### config.mk
export PLATFORM = sky130hd
export DESIGN_NAME = eecq_cell
export DESIGN_NICKNAME = d
export VERILOG_FILES = /design/src/eecq_pkg.sv /design/src/eecq_cell.sv
export SDC_FILE = /design/constraint.sdc
export NUM_CORES = 1
export LEC_CHECK = 0
export BUFFER_PORTS_ARGS = -buffer_cell sky130_fd_sc_hd__buf_4
export CAP_MARGIN = 30
export CELL_PAD_IN_SITES_DETAIL_PLACEMENT = 2
export CELL_PAD_IN_SITES_GLOBAL_PLACEMENT = 2
export CORE_MARGIN = 2
export CORE_UTILIZATION = 30
export CTS_CLUSTER_SIZE = 16
export DETAILED_ROUTE_END_ITERATION = 7
export PLACE_DENSITY = 0.9
export SYNTH_ARGS = -nofsm -noshare
export SYNTH_HDL_FRONTEND = slang
export SYNTH_SLANG_ARGS = --single-unit
### constraint.sdc
create_clock -name clk -period 5.4 [get_ports clk]
set_input_delay 0 -clock clk [delete_from_list [all_inputs] [get_ports clk]]
set_output_delay 0 -clock clk [all_outputs]
set_load 0.01 [all_outputs]
### src/eecq_pkg.sv
// Shared types and constants for the earliest-expiry consume queue.
`timescale 1ns / 1ps
`default_nettype none

package eecq_pkg;

    localparam int UNITS_W  = 16;
    localparam int LIFE_W   = 16;
    localparam int DAY_W    = 32;
    localparam int EXPIRY_W = 33;
    localparam int TOTAL_W  = 32;

    localparam logic [DAY_W-1:0]   DAY_MAX   = '1;
    localparam logic [TOTAL_W-1:0] TOTAL_MAX = '1;

    // Operation broadcast along the cell chain.
    typedef logic [1:0] cell_op_t;
    localparam cell_op_t OP_HOLD   = 2'd0;
    localparam cell_op_t OP_SHIFT  = 2'd1;
    localparam cell_op_t OP_INSERT = 2'd2;
    localparam cell_op_t OP_DEC    = 2'd3;

    // One stored batch.
    typedef struct packed {
        logic                live;
        logic [EXPIRY_W-1:0] expiry;
        logic [UNITS_W-1:0]  units;
    } entry_t;

endpackage

`default_nettype wire

### src/eecq_cell.sv
// One cell of the sorted batch chain: holds a single batch and trades with its neighbours.
`timescale 1ns / 1ps
`default_nettype none

module eecq_cell
    import eecq_pkg::*;
(
    input  wire logic     clk,
    input  wire logic     rst_n,
    input  wire cell_op_t op,
    input  wire entry_t   new_entry,
    input  wire entry_t   left_entry,
    input  wire logic     left_flag,
    input  wire entry_t   right_entry,
    output entry_t        entry,
    output logic          flag
);

    entry_t entry_reg;
    entry_t entry_next;
    logic   own_flag;

    // The new batch belongs at or before this cell when the cell is empty or holds a
    // larger key; the flags are monotonic along the chain because it stays sorted.
    assign own_flag = !entry_reg.live ||
                      ({new_entry.expiry, new_entry.units} <
                       {entry_reg.expiry, entry_reg.units});
    assign flag = left_flag || own_flag;

    always_comb
    begin
        entry_next = entry_reg;
        unique case (op)
            OP_HOLD:
            begin
                entry_next = entry_reg;
            end
            OP_SHIFT:
            begin
                entry_next = right_entry;
            end
            OP_INSERT:
            begin
                if (left_flag)
                begin
                    entry_next = left_entry;
                end
                else if (own_flag)
                begin
                    entry_next = new_entry;
                end
            end
            OP_DEC:
            begin
                entry_next.units = entry_reg.units - UNITS_W'(1);
            end
            default:
            begin
                entry_next = entry_reg;
            end
        endcase
    end

    always_ff @(posedge clk or negedge rst_n)
    begin
        if (!rst_n)
        begin
            entry_reg <= '0;
        end
        else
        begin
            entry_reg <= entry_next;
        end
    end

    assign entry = entry_reg;

endmodule

`default_nettype wire

# After elaboration in Yosys (flattened, before gate mapping)
# Cells that the tools add are included.
# W data, S select, Z words.
# word_totals
reg_bits,50
latch_bits,0
ram_bits,0
mem_bits_ro,0
in_bits,155
out_inout_bits,51
wordCells,21
n_memories,0
# classes
add_sub_neg,1
multipliers,0
div_mod_pow,0
order_cmp,1
n_eq_ne,4
shifts,0
n_mux,4
bitwise_logic,1
n_reduce_logical,7
# ops
op,count
$mux W50,2
$pmux W34 S2,1
$lt A49 B49 Y1,1
$pmux W16 S3,1
$sub A16 B1 Y16 const B,1
$eq A2 B2 Y1 const B,2
$reduce_and A2 Y1,2
$ne A3 B3 Y1 const B,1
$eq A2 B1 Y1 const B,1
$logic_not A2 Y1,1
$logic_or A1 B1 Y1,2
$reduce_bool A2 Y1,1
$logic_not A1 Y1,1
$not A1 Y1,1

# Depth between registers and ports, before layout
# logic_depth
ltp_word,5
depth_mapped,12
ltp_nobuf,10

# Least setup slack after synthesis
# OpenSTA, ideal clock, no wires.
# synth_timing
path_type,register to register
from,register entry_reg (netlist bit entry[4])
to,register entry_reg (netlist bit entry[7])
setup_ns,0.126
arrival_time_ns,2.577
t_required_ns,5.274
slack_ns,2.697
stages_incl_launch_ff,10
path_buffers,0
period_less_slack_ns,2.703
cell_sequence,dfrtp_1 > inv_1 > ha_1 > a2111oi_0 > o21ai_1 > a221oi_1 > a211oi_2 > o32ai_4 > nor2_2 > a221o_1
# synth_via
elab_chain_cells,4
elab_cells_between_ends,6
cone_classes,add/sub: 1; order compare: 1; eq/ne: 1; mux: 1; reduce/logical: 2
# synth_lines
item,line_no,text
start: declaration,eecq_cell.sv:19,entry_t entry_reg;
start signal: assignment,eecq_cell.sv:72,entry_reg <= entry_next;
$lt A49 B49 Y1,eecq_cell.sv:26,"({new_entry.expiry, new_entry.units} <"
$logic_or A1 B1 Y1,eecq_cell.sv:25,assign own_flag = !entry_reg.live ||
$ne A3 B3 Y1 (no line),--,
$reduce_and A2 Y1 (no line),--,
# Parallel ways exist; a longest one is shown, timed or not.
# A chain may end at the register's enable or synchronous reset.

# Worst setup path after layout
# layout_timing
from,register entry_reg (netlist bit entry[19])
to,register entry_reg (netlist bit entry[7])
# layout_via
elab_chain_cells,4
# layout_lines
item,line_no
$lt A49 B49 Y1,eecq_cell.sv:26
$logic_or A1 B1 Y1,eecq_cell.sv:25
$ne A3 B3 Y1 (no line),--
$reduce_and A2 Y1 (no line),--
# Every way passes these cells.

==> summary.md <==
| Metric | Value |
|---|---|
| F_max | 291.6 MHz |
| Fin area | 6787 um2 |
| Seq. cell area | 1251 um2 |
| IO buf count | 205 |
| Status | completed |
| Leak pwr | 0.003369 uW |
| Share of power burned in registers | 0.304 |
| DRT Pass-1 Iters | 4 |
| Via count | 5,109 |
| Worst Path Buf+Inv | 1 |
| NetSw | 676.1 uW |
| Crit path max fanout | 15 |
| RSZ-0062 raised after global routing | no |
| Fin crit share | 0.6351 |
| Cts bufs inserted | 5 |
| Rel. slew slack | 0.3963 |
| CTS tree | built |
| Site row count | 46 |
| DRC | 0 |
| Layout cells sized above 1 | 0.3828 |
| Post-CTS Repair Setup Buffers | 0 |
| Fin cells | 950 |
| Syn avg cell area | 8.975 um2 |
| Max incr delay on CP | 0.68 ns |
| Max Cap Violations | 0 |
| Core box area | 15,710 um2 |
| Final hold violation count | 0 |
| Yosys warnings | 0 |
| Total track usage | 0.2464 |
| Nets | 937 |
| Fraction of registers with async set/reset | 1.000 |
| Vias per std cell | 5.378 |
| Synth unique cells | 54 |
| Ant diodes | 0 |
| Int Power | 1065 uW |
| Setup TNS | 0 ns |
| Worst-path cell chain | inv_1 -> ha_1 -> and3_1 -> a221o_1 -> a221oi_1 -> or2_2 -> nand3_1 -> o32ai_4 -> nor2_2 -> a221o_1 |
| Fin. max-slew vios | 0 |
| Reg clk slew, reported paths | 0.07 ns |
| Vias in the first global route | 5,866 |
| Die W | 130.0 um |
| Worst Skew | 0.003621 ns |
| Slew @ Worst Pin | 0.9056 ns |
| FF-to-FF setup slack | 1.97 ns |
| Die height | 130.0 um |
| PwrDens | 256.5 nW/um2 |
| Predominant post-synthesis flop cell | dfrtp_1 |
| Clock buffer depth | 2 |
| WL final | 20.63 mm |
| Final setup violating endpoints | 0 |
| Detail Route Antenna Nets | 0 |
| Number of flops mapped to enable cells by yosys | 0 |
| Maximum number of pins on one net before global-route repair | 62 |
| Deepest level of the CTS H-tree | 2 |
| Detailed router's first-iteration violation count | 138 |
| Arr. time, crit path | 3.61 ns |
| Multi-input combinational cell area | 3149 um2 |
| Crit path max-delay family | compound AO/OA/AOI/OAI gates |
| Starting Density | 0.3033 |
| Synthesized cell area | 4766 um2 |
| Fillers | 1,720 |
| Dpl cells | 926 |
| VDD IR max | 0.0001326 V |
| Syn_nets | 735 |
| Commonest non-fill, non-tap cells in the layout | buf_4, inv_1, mux2i_1 |
| Switching Share | 0.3883 |
| Commonest non-fill, non-tap cell in the layout | buf_4 |
| GRT Residual Overflow | 0 |
| Worst skew pair latency | 0.30 ns |
| Clock power share | 0.215 |
| Area growth syn-to-layout | 42.40% |
| GP Congestion | 0.8628 |
| Hpwl dp | 15.66 mm |
| Initial antenna violation count | 0 |
| Tmin final | 3.429 ns |
| Combinational Power Share | 0.481 |
| Seq cells post-synth | 50 |
| CTS Root Cell | clkbuf_16 |
| # resized after CTS | 0 |
| Max FFs per register | 50 |
| # IOs | 206 |
| DR WL/cell | 21.71 um |
| Worst path slowest cell | o32ai_4 |
| Startpoint types | register |
| First-pass GRT wire length | 32.13 mm |
| Endpoint class of the critical path | register |
| Gate Count Post-Synth | 531 |
| Req. time, crit path | 5.58 ns |
| Number of clock sinks | 50 |
| Sequential fraction of the synthesis area | 0.2625 |
| Placed inst area | 6461 um2 |
| Area of the die | 16,910 um2 |
| Setup CP Type | register to register |
| Critical Path Most Common Cell | a221o_1 |
| Hold buffer count at CTS | 16 |
| Worst hold path class | input port to register |
cell type report:
type	count	area share
Sequential cell	50	0.1844
Inverter	53	0.02931
Clock buffer	5	0.01844
Clock inverter	3	0.005900
Multi-Input combinational cell	395	0.4640
Timing Repair Buffer	228	0.2581
Tap cell	216	0.03982
synth_stat cells, types with 5 or more instances:
| master | number | share of area |
|---|---|---|
| ha_1 | 49 | 0.13 |
| buf_1 | 5 | 0.0039 |
| a31o_2 | 15 | 0.028 |
| nor2_1 | 14 | 0.011 |
| o21ai_0 | 20 | 0.021 |
| nor3_1 | 26 | 0.027 |
| or3_1 | 9 | 0.012 |
| o211ai_1 | 5 | 0.0079 |
| nand2_1 | 40 | 0.032 |
| a221o_1 | 15 | 0.032 |
| nand3_1 | 15 | 0.016 |
| dfrtp_1 | 50 | 0.26 |
| a21oi_2 | 21 | 0.039 |
| a21o_1 | 12 | 0.019 |
| a21oi_1 | 15 | 0.016 |
| a211oi_1 | 6 | 0.0095 |
| clkbuf_1 | 21 | 0.017 |
| o22ai_1 | 7 | 0.0092 |
| inv_1 | 53 | 0.042 |
| a31o_1 | 5 | 0.0092 |
| buf_6 | 5 | 0.012 |
| mux2i_1 | 53 | 0.11 |
| mux2_2 | 17 | 0.040 |
| nand4_1 | 6 | 0.0079 |
worst min-delay path, delay by kind of cell:
family	cells	cell delay, ns
buf+inv	1	0.09
mux	2	0.17
final timing paths:
check | startpoint | to | cells after the start
hold reg to reg | entry[39] | entry[39] | 2
min in group asynchronous | rst_n | entry[10] | 2
setup / recovery | entry[19] | entry[7] | 10
setup reg to reg | entry[19] | entry[7] | 10
hold / removal | right_entry[1] | entry[1] | 3
max in group asynchronous | rst_n | entry[1] | 2
through the flow:
| stage | util | hold WS (ns) | worst slack (ns) | power (uW) |
|---|---|---|---|---|
| 6_report | 0.4319 | 0.01254 | 1.971 | 1741 |
| 4_1_cts | 0.4319 | 0.01244 | 1.962 | 1755 |
| 3_3_place_gp | 0.4107 | 0.09052 | 2.110 | 1295 |
| 3_5_place_dp | 0.4112 | 0.1044 | 2.027 | 1362 |
| 5_1_grt | 0.4319 | 0.03226 | 1.731 | 1854 |
| 2_1_floorplan | - | -0.2956 | 2.697 | 971.4 |
power groups by stage:
| stage | Clock, uW | Combinational (uW) | Sequential [uW] |
|---|---|---|---|
| finish | 374 | 837 | 530 |
| global route | 388 | 924 | 542 |
| CTS | 379 | 847 | 529 |
| detailed placement | 0 | 826 | 535 |
| global placement | 0 | 772 | 523 |
| floorplan | 0 | 426 | 545 |
metal layers:
layer  global-route usage  up-vias  share of wire
met3              0.04182       30          0.056
li1                     -     2364              -
met1               0.2766     2545           0.39
met2               0.4752      170           0.54
met5                    0        -              0
met4              0.06958        0          0.022
cell families (layout without fill, tap and decap cells):
family / Yosys count / count (layout) / share of synthesized area
AO/OA/AOI/OAI: 143 / 143 / 0.2358
AND/OR/NAND/NOR: 127 / 127 / 0.1310
buffers and inverters: 86 / 289 / 0.07666
multiplexers: 71 / 71 / 0.1562
flip-flops: 50 / 50 / 0.2625
adder cells (fa/ha/maj): 49 / 49 / 0.1286
XOR/XNOR: 5 / 5 / 0.009188
(Power assumes the default switching activity.)
